### src/hw/rtl/cef_pkg.sv
`timescale 1ns / 1ps

package cef_pkg;

    localparam int MAX_WIDTH      = 2048;
    localparam int MAX_CHANNELS   = 4;
    localparam int COEF_FRAC_BITS = 16;
    localparam int COEF_WIDTH     = COEF_FRAC_BITS + 4;
    localparam int STORE_DEPTH    = MAX_WIDTH * MAX_CHANNELS;
    localparam int ADDR_W         = $clog2(STORE_DEPTH);
    localparam int COL_W          = $clog2(MAX_WIDTH);
    localparam int CHAN_W         = (MAX_CHANNELS > 1) ? $clog2(MAX_CHANNELS) : 1;

    localparam int WIDTH_REG_W    = 12;
    localparam int HEIGHT_W       = 16;
    localparam int CHAN_REG_W     = 3;
    localparam int KROW_W         = 60;
    localparam int KEXT_W         = 3 * COEF_WIDTH;

    localparam int PROD_W         = COEF_WIDTH + 9;
    localparam int ROW_W          = PROD_W + 2;
    localparam int SUM_W          = PROD_W + 4;

    localparam int QUEUE_DEPTH    = 4;
    localparam int QPTR_W         = 2;
    localparam int QCOUNT_W       = 3;

    localparam logic [2:0] REG_IMAGE_WIDTH  = 3'd0;
    localparam logic [2:0] REG_IMAGE_HEIGHT = 3'd1;
    localparam logic [2:0] REG_CHANNELS     = 3'd2;
    localparam logic [2:0] REG_KERNEL_ROW0  = 3'd3;
    localparam logic [2:0] REG_KERNEL_ROW1  = 3'd4;
    localparam logic [2:0] REG_KERNEL_ROW2  = 3'd5;

    localparam logic OP_SAMPLE = 1'b0;
    localparam logic OP_DRAIN  = 1'b1;

    typedef struct packed {
        logic [2:0][2:0][7:0] pix;
        logic                 do_a;
        logic                 do_b;
        logic                 last;
    } job_t;

    typedef struct packed {
        logic [COL_W:0]    width;
        logic [HEIGHT_W-1:0] height;
        logic [CHAN_W:0]   chans;
    } geom_t;

    typedef struct packed {
        logic                empty;
        logic [QCOUNT_W-1:0] count;
    } qstat_t;

    typedef logic [2:0][KROW_W-1:0] kernel_t;

    function automatic logic signed [COEF_WIDTH-1:0] coef_of(
        input logic [KROW_W-1:0] krow,
        input int                col
    );
        logic [KEXT_W-1:0] ext;
        ext = KEXT_W'(krow);
        return ext[col*COEF_WIDTH +: COEF_WIDTH];
    endfunction

endpackage

### src/hw/rtl/cef_queue.sv
`timescale 1ns / 1ps

module cef_queue
    import cef_pkg::*;
(
    input  logic   clk,
    input  logic   rst_n,
    input  logic   push,
    input  job_t   job_in,
    input  logic   pop,
    output job_t   job_out,
    output qstat_t qstat
);

    job_t                entry_reg [QUEUE_DEPTH];
    logic [QPTR_W-1:0]   wr_ptr_reg;
    logic [QPTR_W-1:0]   rd_ptr_reg;
    logic [QCOUNT_W-1:0] count_reg;

    always_ff @(posedge clk or negedge rst_n)
    begin
        if (!rst_n)
        begin
            wr_ptr_reg <= '0;
            rd_ptr_reg <= '0;
            count_reg  <= '0;
        end
        else
        begin
            if (push)
            begin
                wr_ptr_reg <= wr_ptr_reg + QPTR_W'(1);
            end
            if (pop)
            begin
                rd_ptr_reg <= rd_ptr_reg + QPTR_W'(1);
            end
            if (push && !pop)
            begin
                count_reg <= count_reg + QCOUNT_W'(1);
            end
            else if (pop && !push)
            begin
                count_reg <= count_reg - QCOUNT_W'(1);
            end
        end
    end

    always_ff @(posedge clk)
    begin
        if (push)
        begin
            entry_reg[wr_ptr_reg] <= job_in;
        end
    end

    assign job_out     = entry_reg[rd_ptr_reg];
    assign qstat.empty = count_reg == '0;
    assign qstat.count = count_reg;

    a_no_overflow: assert property (@(posedge clk) disable iff (!rst_n)
        push && !pop |-> count_reg < QCOUNT_W'(QUEUE_DEPTH))
        else $error("transaction queue overflow");

    a_no_underflow: assert property (@(posedge clk) disable iff (!rst_n)
        pop |-> count_reg != '0)
        else $error("transaction queue underflow");

    a_ptr_gap: assert property (@(posedge clk) disable iff (!rst_n)
        count_reg == '0 |-> wr_ptr_reg == rd_ptr_reg)
        else $error("queue pointers out of step");

endmodule

### config.mk
export PLATFORM = sky130hd
export DESIGN_NAME = cef_queue
export DESIGN_NICKNAME = d
export VERILOG_FILES = /design/src/hw/rtl/cef_pkg.sv /design/src/hw/rtl/cef_queue.sv
export SDC_FILE = /design/constraint.sdc
export NUM_CORES = 1
export LEC_CHECK = 0
export ABC_CLOCK_PERIOD_IN_PS = 2900
export CAP_MARGIN = 20
export CORE_UTILIZATION = 56
export CTS_CLUSTER_DIAMETER = 50
export DETAILED_ROUTE_END_ITERATION = 8
export DONT_BUFFER_PORTS = 1
export PLACE_DENSITY = 0.74
export SYNTH_ARGS = -nofsm -noshare
export SYNTH_HDL_FRONTEND = slang
export SYNTH_SLANG_ARGS = --single-unit
### constraint.sdc
create_clock -name clk -period 2.9 [get_ports clk]
set_input_delay 0.435 -clock clk [delete_from_list [all_inputs] [get_ports clk]]
set_output_delay 0.435 -clock clk [all_outputs]
set_load 0.05 [all_outputs]
After elaboration in Yosys (flattened, before gate mapping)

Memories as Yosys holds them, arrays and structs flattened.
Index checks and enable logic that the tools add are counted.

Reduce and logical (&&, ||, !) cells: 6
Muxes and demuxes: 4
Add/sub/neg operators: 4

Operators with widths:

| kind                                              | number |
|---|---|
| 2-to-1 mux 3 bit                                  | 2 |
| adder 2 x 1 -> 2 bit (second input constant)      | 2 |
| adder 3 x 1 -> 3 bit (second input constant)      | 1 |
| zero test 3 bit                                   | 1 |
| subtractor 3 x 1 -> 3 bit (second input constant) | 1 |
| logical AND 1 bit                                 | 2 |
| zero test 1 bit                                   | 2 |
| 2-to-1 mux 1 bit                                  | 2 |
| nonzero test 2 bit                                | 1 |

Input port bits: 79
Memories: 1
Word-level logic and storage cells: 18
Output and inout port bits: 79
RAM bits: 300
Bits in registers: 7

Memories:

| name      | words | bits a word | rd ports | clocked after Yosys merged registers in | write ports | RTL line        | source |
|---|---|---|---|---|---|---|---|
| entry_reg | 4     | 75          | 1        | 0                                       | 1           | cef_queue.sv:15 | `job_t entry_reg [QUEUE_DEPTH];` |

Depth between registers and ports, before layout

Depth in word-level cells: 4
Mapped depth: 7
Mapped depth without buffers: 7

Least setup slack after synthesis

Ideal clock, no wire load.

Path type: register -> register
From: register wr_ptr_reg[0]
To: memory entry_reg[0][0] (netlist name), enable pin
Clock period less this slack: 2813 ps
Cell stages (with the launch flop): 4
Data arrival time: 2372 ps
Path buffers: 0
Setup time: 441 ps
Required time: 2459 ps
Setup slack: 87 ps
Path through: dfrtp_1 inv_1 ha_1 and2_1

RTL lines:

| item                     | RTL line        | source |
|---|---|---|
| start: declaration       | cef_queue.sv:16 | `logic [QPTR_W-1:0] wr_ptr_reg;` |
| start signal: assignment | cef_queue.sv:32 | `wr_ptr_reg <= wr_ptr_reg + QPTR_W'(1);` |
| end: declaration         | cef_queue.sv:15 |  |

No word-level cell before the write port.

==> run summary <==
outcome: finished, final reports clean
pwr/cell area: 1150 nW/µm²
filler cell count: 1181
fin util: 67.9%
Place WS: 0.911 ns
TritonCTS clock tree: done
DRC violations left: 0
synth top area cells: edfxtp_1 80%, mux4_2 15%, dfrtp_1 1.6%
Avg WL per Cell: 23.8 µm
first-pass GRT wire length: 28900 µm
Mapped Area: 11200 µm²
Largest stage delay, worst path: 0.63 ns
vias per inst: 5.75
syn_nets: 510
gr usage total: 19.1%
Final Hold Fails: 0
combinational power share: 35.6%
sequential power share: 40.5%
Starting Density: 57.4%
Setup Total Neg Slack: 0 ns
clock network power share: 23.9%
Slew @ Worst Pin: 0.628 ns
core footprint: 19600 µm²
Critical Path AT: 2.14 ns
total grt overflow: 0
clock buffer depth: 3
Post-synth EDFFs: 300
CP Max Fanout: 57
Slew HR: 58.1%
skew final: 0.0176 ns
worst path cell trace: buf_12 -> mux4_2
NetSw: 5.88 mW
clock sinks: 307
max FFs per register: 300
Die Ht: 144 µm
placed wire-length estimate: 10900 µm
fin crit share: 88.9%
Synth Warn #: 0
Power, Total: 15.2 mW
Post-synth top cells: 300 x edfxtp_1, 75 x mux4_2, 7 x dfrtp_1
Detail Route Antenna Nets: 0
GP Congestion: 0.721
crit start category: flip-flop
post-CTS setup buffer count: 0
layout cell share with drive strength beyond 1: 24.7%
Cell Rows: 51
die span in x: 144 µm
most frequent cell after synthesis: edfxtp_1
Max IR drop VDD: 0.767 mV
clk root buf: clkbuf_16
Final setup viols: 0
post-layout min period: 2.58 ns
# H-tree levels: 1
achievable frequency: 0.388 GHz
Hold Slack: 0.0308 ns
Vias: 4690
#FFs+latches synth: 307
initial antenna violation count: 0
CTS clock-pin slew for the worst setup and hold paths: 0.06 ns
I/O pins: 158
input/output buffers: 0
Synth Area per Inst: 26.4 µm²
Pre-antenna DRT Iters: 4
RSZ-0062 raised after global routing: false
max_cap viols: 0
# resized after CTS: 0
Clk Latency, worst-skew pair: 0.54 ns
ys flop type: edfxtp_1
Final nets: 612
Worst path slowest cell: dfrtp_4
share of the synthesized area in the top cell type: 80.2%
sequential area share after synthesis: 81.7%
worst min-delay path class: input port to flip-flop
max-slew violations: 0
largest net degree at the start of global routing: 58
Total Die Area: 20600 µm²
vias in the first global route: 5048
synth-to-layout area growth: 18.4%
asr flop ratio synth: 2.28%
area leader, netlist: edfxtp_1
Cell variety after synth: 19
Internal Power: 9.37 mW
DR iter-0 viols: 295
switching fraction of total power: 38.6%
LEAKAGE: 4.29 nW
Req. time, crit path: 2.47 ns
setup ws final: 0.322 ns
CP endpoint kind: output pin
crit path kind: flip-flop to output pin
diode count: 0
CTS Buf Count: 30
Mapped Cells: 425
drt total wl: 19400 µm
-- through the flow --
step           cell area, µm²  instances
2_1_floorplan           11200        425
3_3_place_gp            11600        682
3_5_place_dp            11600        682
4_1_cts                 13300        815
5_1_grt                 13300        815
6_report                13300        815
-- layout make-up --
type	count	area, µm²	area share, %
clock inverters	22	159	1.19
flip-flops and latches	307	9190	69.1
repair buffers	87	936	7.03
clock buffers	33	783	5.89
multi-input cells	97	1890	14.2
well taps	265	332	2.49
inverters	4	15.0	0.113
-- power groups by stage --
stage          Sequential [mW]  Combinational (mW)  Clock (mW)
2_1_floorplan             6.16                4.82           0
3_3_place_gp              6.20                5.33           0
3_5_place_dp              6.26                5.36           0
4_1_cts                   6.18                5.51        3.71
5_1_grt                   6.23                5.69        3.89
6_report                  6.17                5.43        3.65
-- what timing repair did --
item	CTS	global route
hold buffers	78	0
endpoints found under the hold margin	310	0
setup endpoints to repair	0	0
-- final timing paths --
kind	from	endpoint	slack, ns	cells after the start
setup / recovery	rd_ptr_reg[1]	job_out[11]	0.32	2
hold / removal	push	wr_ptr_reg[1]	0.03	2
setup reg to reg	wr_ptr_reg[0]	entry_reg[0][72]	1.02	4
hold reg to reg	wr_ptr_reg[0]	wr_ptr_reg[0]	0.53	1
max in group asynchronous	rst_n	rd_ptr_reg[1]	2.39	1
min in group asynchronous	rst_n	count_reg[0]	0.23	1
-- cells in the final DEF (no fill, tap or decap), drive strengths merged --
cell type    Yosys  routed
edfxtp         300     300
dlygate4sd3      0      78
mux4            75      75
clkbuf           0      33
clkinv           0      17
buf             17       9
dfrtp            7       7
ha               5       5
inv              4       5
and2             4       4
xor2             4       4
xnor2            2       2
nand2            2       2
clkinvlp         0       2
bufinv           0       2
nor3             1       1
mux2             1       1
o21ai            1       1
nor2             1       1
fa               1       1
-- kinds of logic after synthesis --
group	count (synthesis)	share of synthesized area, %
DFF	307	81.7
and+or+nand+nor	8	0.367
muxes	76	15.1
buffers and inverters	21	1.54
xor gates and xnor gates	6	0.468
AOI/OAI and AO/OA	1	0.0445
adders and majority gates	6	0.735
-- worst max-delay path: cells and delay by family, from the launching register on --
family / cells / cell delay (ns)
buffers and inverters: 1 / 0.33
DFF: 1 / 0.63
muxes: 1 / 0.54
-- metal layers --
metal / track usage, % / share of wire [%] / vias to the layer above
met2: 32.2 / 51 / 195
met3: 5.30 / 8.3 / 29
met1: 24.9 / 39 / 2437
met5: 0 / 0 / -
li1: - / - / 2029
met4: 4.87 / 1.6 / 0
Power figures use the tool's default switching activity.
