<file path="config.mk">
export PLATFORM = sky130hd
export DESIGN_NAME = cef_back
export DESIGN_NICKNAME = d
export VERILOG_FILES = /design/src/hw/rtl/cef_pkg.sv /design/src/hw/rtl/cef_back.sv
export SDC_FILE = /design/constraint.sdc
export NUM_CORES = 2
export LEC_CHECK = 0
export BUFFER_PORTS_ARGS = -buffer_cell sky130_fd_sc_hd__buf_4
export CORE_MARGIN = 2
export CORE_UTILIZATION = 55
export DETAILED_ROUTE_END_ITERATION = 16
export PLACE_DENSITY = 0.77
export SLEW_MARGIN = 10
export SYNTH_ARGS = -nofsm -noshare
export SYNTH_HDL_FRONTEND = slang
export SYNTH_SLANG_ARGS = --single-unit
export TNS_END_PERCENT = 1
</file>
<file path="constraint.sdc">
create_clock -name clk -period 13.1 [get_ports clk]
set_clock_uncertainty 0.2 [all_clocks]
set_input_delay 0.655 -clock clk [delete_from_list [all_inputs] [get_ports clk]]
set_output_delay 0.655 -clock clk [all_outputs]
set_load 0.01 [all_outputs]
</file>
<file path="src/hw/rtl/cef_pkg.sv">
`timescale 1ns / 1ps

package cef_pkg;

    localparam int MAX_WIDTH      = 2048;
    localparam int MAX_CHANNELS   = 4;
    localparam int COEF_FRAC_BITS = 16;
    localparam int COEF_WIDTH     = COEF_FRAC_BITS + 4;
    localparam int STORE_DEPTH    = MAX_WIDTH * MAX_CHANNELS;
    localparam int ADDR_W         = $clog2(STORE_DEPTH);
    localparam int COL_W          = $clog2(MAX_WIDTH);
    localparam int CHAN_W         = (MAX_CHANNELS > 1) ? $clog2(MAX_CHANNELS) : 1;

    localparam int WIDTH_REG_W    = 12;
    localparam int HEIGHT_W       = 16;
    localparam int CHAN_REG_W     = 3;
    localparam int KROW_W         = 60;
    localparam int KEXT_W         = 3 * COEF_WIDTH;

    localparam int PROD_W         = COEF_WIDTH + 9;
    localparam int ROW_W          = PROD_W + 2;
    localparam int SUM_W          = PROD_W + 4;

    localparam int QUEUE_DEPTH    = 4;
    localparam int QPTR_W         = 2;
    localparam int QCOUNT_W       = 3;

    localparam logic [2:0] REG_IMAGE_WIDTH  = 3'd0;
    localparam logic [2:0] REG_IMAGE_HEIGHT = 3'd1;
    localparam logic [2:0] REG_CHANNELS     = 3'd2;
    localparam logic [2:0] REG_KERNEL_ROW0  = 3'd3;
    localparam logic [2:0] REG_KERNEL_ROW1  = 3'd4;
    localparam logic [2:0] REG_KERNEL_ROW2  = 3'd5;

    localparam logic OP_SAMPLE = 1'b0;
    localparam logic OP_DRAIN  = 1'b1;

    typedef struct packed {
        logic [2:0][2:0][7:0] pix;
        logic                 do_a;
        logic                 do_b;
        logic                 last;
    } job_t;

    typedef struct packed {
        logic [COL_W:0]    width;
        logic [HEIGHT_W-1:0] height;
        logic [CHAN_W:0]   chans;
    } geom_t;

    typedef struct packed {
        logic                empty;
        logic [QCOUNT_W-1:0] count;
    } qstat_t;

    typedef logic [2:0][KROW_W-1:0] kernel_t;

    function automatic logic signed [COEF_WIDTH-1:0] coef_of(
        input logic [KROW_W-1:0] krow,
        input int                col
    );
        logic [KEXT_W-1:0] ext;
        ext = KEXT_W'(krow);
        return ext[col*COEF_WIDTH +: COEF_WIDTH];
    endfunction

endpackage

</file>
<file path="src/hw/rtl/cef_back.sv">
`timescale 1ns / 1ps

module cef_back
    import cef_pkg::*;
(
    input  logic       clk,
    input  logic       rst_n,
    input  kernel_t    kernel,
    input  job_t       head,
    input  qstat_t     qstat,
    output logic       pop,
    output logic       result_valid,
    input  logic       result_stall,
    output logic [7:0] out_value,
    output logic       clipped,
    output logic       frame_last
);

    logic                      phase_reg;
    logic                      p_valid_reg, r_valid_reg, t_valid_reg, o_valid_reg;
    logic                      p_last_reg, r_last_reg, t_last_reg;
    logic signed [PROD_W-1:0]  prod_reg [3][3];
    logic signed [ROW_W-1:0]   row_reg  [3];
    logic signed [SUM_W-1:0]   sum_reg;
    logic [7:0]                value_reg;
    logic                      clip_reg;
    logic                      last_reg;

    logic                      advance;
    logic                      issue;
    logic                      two_jobs;
    logic                      sel_b;
    logic [2:0][2:0][7:0]      pix;
    logic [SUM_W-1:0]          mag;
    logic [SUM_W-1:0]          qv;
    logic [7:0]                value_d;
    logic                      clip_d;

    assign advance  = !o_valid_reg || !result_stall;
    assign issue    = advance && !qstat.empty;
    assign two_jobs = head.do_a && head.do_b;
    assign sel_b    = head.do_b && (!head.do_a || phase_reg);
    assign pop      = issue && (!two_jobs || phase_reg);

    always_comb
    begin
        for (int i = 0; i < 3; i++)
        begin
            if (sel_b)
            begin
                pix[i] = {head.pix[i][2], head.pix[i][2], head.pix[i][1]};
            end
            else
            begin
                pix[i] = head.pix[i];
            end
        end
    end

    always_comb
    begin
        mag = sum_reg[SUM_W-1] ? SUM_W'(-sum_reg) : SUM_W'(sum_reg);
        qv  = mag >> COEF_FRAC_BITS;
        if (sum_reg[SUM_W-1])
        begin
            value_d = 8'd0;
            clip_d  = qv != '0;
        end
        else if (qv > SUM_W'(255))
        begin
            value_d = 8'd255;
            clip_d  = 1'b1;
        end
        else
        begin
            value_d = qv[7:0];
            clip_d  = 1'b0;
        end
    end

    always_ff @(posedge clk or negedge rst_n)
    begin
        if (!rst_n)
        begin
            phase_reg   <= 1'b0;
            p_valid_reg <= 1'b0;
            r_valid_reg <= 1'b0;
            t_valid_reg <= 1'b0;
            o_valid_reg <= 1'b0;
        end
        else if (advance)
        begin
            if (issue)
            begin
                phase_reg <= two_jobs && !phase_reg;
            end
            p_valid_reg <= issue;
            r_valid_reg <= p_valid_reg;
            t_valid_reg <= r_valid_reg;
            o_valid_reg <= t_valid_reg;
        end
    end

    always_ff @(posedge clk)
    begin
        if (advance)
        begin
            for (int i = 0; i < 3; i++)
            begin
                for (int j = 0; j < 3; j++)
                begin
                    prod_reg[i][j] <= coef_of(kernel[i], j) * $signed({1'b0, pix[i][j]});
                end
                row_reg[i] <= ROW_W'(prod_reg[i][0]) + ROW_W'(prod_reg[i][1])
                              + ROW_W'(prod_reg[i][2]);
            end
            sum_reg    <= SUM_W'(row_reg[0]) + SUM_W'(row_reg[1]) + SUM_W'(row_reg[2]);
            p_last_reg <= head.last && !sel_b;
            r_last_reg <= p_last_reg;
            t_last_reg <= r_last_reg;
            value_reg  <= value_d;
            clip_reg   <= clip_d;
            last_reg   <= t_last_reg;
        end
    end

    assign result_valid = o_valid_reg;
    assign out_value    = value_reg;
    assign clipped      = clip_reg;
    assign frame_last   = last_reg;

    a_phase_pair: assert property (@(posedge clk) disable iff (!rst_n)
        phase_reg |-> !qstat.empty && head.do_a && head.do_b)
        else $error("second job issued without a paired entry");

    a_hold_on_stall: assert property (@(posedge clk) disable iff (!rst_n)
        o_valid_reg && result_stall |=> o_valid_reg && $stable(value_reg))
        else $error("result lost under stall");

    a_value_clip: assert property (@(posedge clk) disable iff (!rst_n)
        o_valid_reg && clip_reg |-> value_reg == 8'd0 || value_reg == 8'd255)
        else $error("clipped result not at a rail");

endmodule

</file>
Word level (Yosys, flattened, before mapping)
Memories as Yosys holds them, arrays and structs flattened.
Cells that the tools add are included.
{"block": "op_classes", "addsub": 9, "mul": 9, "n_div": 0, "n_lt_le_gt_ge": 1, "n_eq_ne": 0, "shift": 0, "muxes": 9, "n_bitwise": 0, "n_reduce_logical": 18}
{"op": "multiplier 20 x 9 -> 29 bit", "n": 9}
{"op": "adder 30 x 29 -> 31 bit", "n": 3}
{"op": "adder 29 x 29 -> 30 bit", "n": 3}
{"op": "2-to-1 mux 16 bit", "n": 3}
{"op": "adder 32 x 31 -> 33 bit", "n": 1}
{"op": "2-to-1 mux 33 bit", "n": 1}
{"op": "negation 33 bit", "n": 1}
{"op": "nonzero test 33 bit", "n": 1}
{"op": "adder 31 x 31 -> 32 bit", "n": 1}
{"op": "greater-than comparator 17 x 8 -> 1 bit (second input constant)", "n": 1}
{"op": "2-to-1 mux 8 bit", "n": 1}
{"op": "zero test 1 bit", "n": 7}
{"op": "logical AND 1 bit", "n": 6}
{"op": "2-to-1 mux 1 bit", "n": 4}
{"op": "logical OR 1 bit", "n": 3}
{"op": "AND reduction 2 bit", "n": 1}
{"block": "totals", "register_bits": 51, "latch_bits": 0, "ramBits": 354, "romBits": 0, "inputBits": 262, "output_inout_bits": 12, "word_cells": 60, "memories": 2}
{"name": "prod_reg", "words": 3, "width": 87, "read_ports": 3, "rd_ports_with_merged_regs": 0, "write_ports": 3, "line_no": "cef_back.sv:22", "rtl": "logic signed [PROD_W-1:0] prod_reg [3][3];"}
{"name": "row_reg", "words": 3, "width": 31, "read_ports": 3, "rd_ports_with_merged_regs": 0, "write_ports": 3, "line_no": "cef_back.sv:23", "rtl": "logic signed [ROW_W-1:0] row_reg [3];"}

Logic depth before layout (Yosys ltp)
{"block": "depth", "ltp_word": 5, "ltp_mapped": 26, "ltp_nobuf": 22}

Worst setup path after synthesis
Ideal clock, no wire load.
{"block": "synth_timing", "path_type": "input port to flip-flop", "start": "in result_stall", "end": "reg r_valid_reg", "setup_ps": 111, "arrival_time_ps": 10284, "required_ps": 12789, "path_slack_ps": 2505, "stages": 2, "path_buffers": 0, "cell_sequence": "nand2_1 mux2_2"}
{"block": "synth_between", "elab_chain_len": 2}
{"item": "from (decl)", "line_no": "cef_back.sv:13", "rtl": "input logic result_stall,"}
{"item": "zero test 1 bit", "line_no": "cef_back.sv:39", "rtl": "assign advance = !o_valid_reg || !result_stall;"}
{"item": "logical OR 1 bit", "line_no": "cef_back.sv:39"}
{"item": "to (signal assigned)", "line_no": "cef_back.sv:98", "rtl": "r_valid_reg <= p_valid_reg;"}
{"item": "to (decl)", "line_no": "cef_back.sv:20", "rtl": "logic p_valid_reg, r_valid_reg, t_valid_reg, o_valid_reg;"}
Every way passes these cells.
A chain may end at the register's enable or synchronous reset.

==> results.md <==
- Initial antenna violation count: 23
- Complex-gate fraction of the synthesized area: 7.79%
- Yosys top cell area share: 35.0%
- Biggest area consumer among synthesized cells: fa_1
- Core area: 0.130 mm2
- GP Congestion: 0.922
- RSZ-0062 raised after global routing: no
- Reg-to-Reg Start: phase_reg
- XOR/XNOR Fraction of Synth Area: 3.89%
- Root Buffer: clkbuf_16
- Hold Vio Cnt, Final: 0
- Antenna-violating nets left: 0
- Max reg flops: 261
- Post-synthesis sequential area ratio: 16.9%
- Post-synth EDFFs: 400
- R2R setup slack: 5.99 ns
- Initial DRC Count: 3,864
- Via density: 5.47
- Final setup vio count: 0
- Pins Over Slew Limit: 0
- Instance area at placement: 0.0756 mm2
- Worst hold path startpoint: result_stall
- IO Pins: 274
- Die span in x: 365 um
- Tot GR Track Use: 26.1%
- Synth Net Count: 9,621
- Hold endpoint: p_valid_reg
- Worst hold path type: primary input to register
- Netlist cell types: 89
- Pre-CTS setup slack: 5.67 ns
- Full die area: 0.134 mm2
- Initial Util: 55.4%
- Final period util: 54.3%
- Adder-cell share of the synthesized area: 46.1%
- Routed WL per cell: 17.9 um
- Die height: 365 um
- Reg2Reg Depth: 19
- Ys Warns: 0
- # Post-CTS Setup Buffers: 0
- Total gr overflow: 0
- Crit path required time: 13.26 ns
- Arr. time, crit path: 7.27 ns
- Fmax: 141 MHz
- First-pass GRT wire length: 277 mm
- Post-synthesis mux area share: 0.820%
- Max Root-Sink Buffers: 3
- Hold Path Depth: 2
- Final core utilization: 59.5%
- Clk_lat worst skew: 0.62 ns
- Via count: 51,554
- Post-Synth Simple-Gate Area: 14.6%
- Final worst slack: 5.99 ns
- Clock transition at the registers of the reported paths: 0.06 ns
- Final instance area: 0.0771 mm2
- Worst slew margin: 20.7%
- Mean area per synthesized cell: 9.63 um2
- Largest net degree at the start of global routing: 90
- HPWL after DPL: 139 mm
- Max_cap viols: 0
- Most frequent CP cell: fa_1
- Main synth FF type: edfxtp_1
- Clock Sinks: 405
- Status: completed
- Synth-to-layout area growth: 7.35%
- H-Tree Depth: 2
- Worst path max stage delay: 1.04 ns
- Tmin final: 7.11 ns
- CTS buffer count: 46
- Fin nets: 9,794
- Synth Register Bits: 405
- Critical Path Sink Type: register
- Cells after synthesis: 7,463
- Main combinational cell family by area after synthesis: adder cells
- Port Buf Inserts: 270
- RR Endpoint: prod_reg[2][84]
- Crit start category: register
- Layout cell share with drive strength beyond 1: 5.76%
- Slowest library cell on the worst path: mux2i_2
- Crit-path max FO: 49
- Top post-synthesis cells by area: fa_1, edfxtp_1, ha_1
- Post-Syn Area: 0.0719 mm2
- Post-synth ARST share: 1.23%
- WL final: 168 mm
- Crit path cell chain: o21ai_4, buf_4, mux2i_2, nor2b_1, ha_1, fa_1, fa_1, inv_1, fa_1, inv_1, ha_1, a21o_1, or4_1, o211a_1, o31a_1, o21ai_2, a211oi_1, o41ai_2, xnor2_1
- CTS hold repair buffers: 1
- CTS-repair resized insts: 0
- Number of global-route vias before repair: 54,238
- DRC: 0
- CP Class: register to register
- Setup TNS: 0 ns
- DRT Pass-1 Iters: 6
- CTS tree: done
- Rows: 132
- Actual slew at the worst max-slew pin: 1.17 ns
==> stage by stage <==
step,cells,hold slack [ns]
2_1_floorplan,7463,0.159
6_report,9422,0.123
3_5_place_dp,9329,0.207
5_1_grt,9422,0.123
4_1_cts,9409,0.103
3_3_place_gp,9329,0.201
==> layout make-up <==
cell class                      count  area [um2]
Multi-Input combinational cell   5175       52700
Fill cell                       10774       52500
Sequential cell                   405       12100
Inverter                         1720        6460
Tap cell                         1742        2180
Timing Repair Buffer              288        2160
Clock buffer                       48        1160
Clock inverter                     31         329
Antenna cell                       13        32.5
==> how the worst max path moves through the flow <==
stage	startpoint	to	slack, ns	cells past startpoint
2_1_floorplan	result_stall	r_valid_reg	2.50	2
3_3_place_gp	head[2]	prod_reg[1][85]	5.73	23
3_5_place_dp	head[2]	prod_reg[1][85]	5.67	23
4_1_cts	phase_reg	prod_reg[2][84]	6.07	19
5_1_grt	phase_reg	prod_reg[2][84]	5.69	19
6_report	phase_reg	prod_reg[2][84]	5.99	19
==> metal layers <==
layer  global-route usage [%]  wire length [um]  share of wire (%)  vias to the layer above
li1                         -                 -                  -                    23526
met1                     36.3             70800                 42                    26181
met2                     42.7             80200                 48                     1576
met3                     3.48             12100                7.2                      263
met4                     8.32              5070                3.0                        8
met5                        0                44              0.026                        -
==> cell usage in the layout, fill, tap and decap left out, drive strengths merged, types with 129 or more instances in the layout <==
| master | n |
|---|---|
| inv | 1725 |
| fa | 1256 |
| nand2 | 773 |
| ha | 640 |
| and2 | 577 |
| edfxtp | 400 |
| buf | 287 |
| nor2b | 265 |
| a21oi | 258 |
| xnor2 | 236 |
| nor2 | 164 |
| o21ai | 132 |
| a21o | 129 |
==> cells by family after synthesis <==
group / after synthesis
AND/OR/NAND/NOR: 2064
buffers and inverters: 1883
AO/OA/AOI/OAI: 842
multiplexers: 54
XOR/XNOR: 319
adder cells (fa/ha/maj): 1896
flip-flops: 405
==> cells in the mapped netlist, drive strengths merged (15+ instances only) <==
library cell and n:
a211oi 33, a21o 129, a21oi 258, a31oi 28, and2 577, and3 30, clkbuf 159, edfxtp 400
fa 1256, ha 640, inv 1720, mux2 39, mux2i 15, nand2 773, nand2b 50, nand3 53
nand4 25, nor2 164, nor2b 265, nor3 58, o211ai 16, o21a 54, o21ai 132, o21bai 45
o31ai 18, or3 15, xnor2 236, xor2 83
==> worst max-delay path: cells and delay by family (launching register included) <==
family	cells	cell delay [ns]
adder cells (fa/ha/maj)	5	2.13
AND/OR/NAND/NOR	2	0.56
buffers and inverters	3	0.82
multiplexers	1	1.04
XOR/XNOR	1	0.11
AO/OA/AOI/OAI	7	1.55
flip-flops	1	0.42
Power is left out: the tool's default activity adds up to more than one toggle a clock period on the data nets, which glitch-free logic cannot reach.
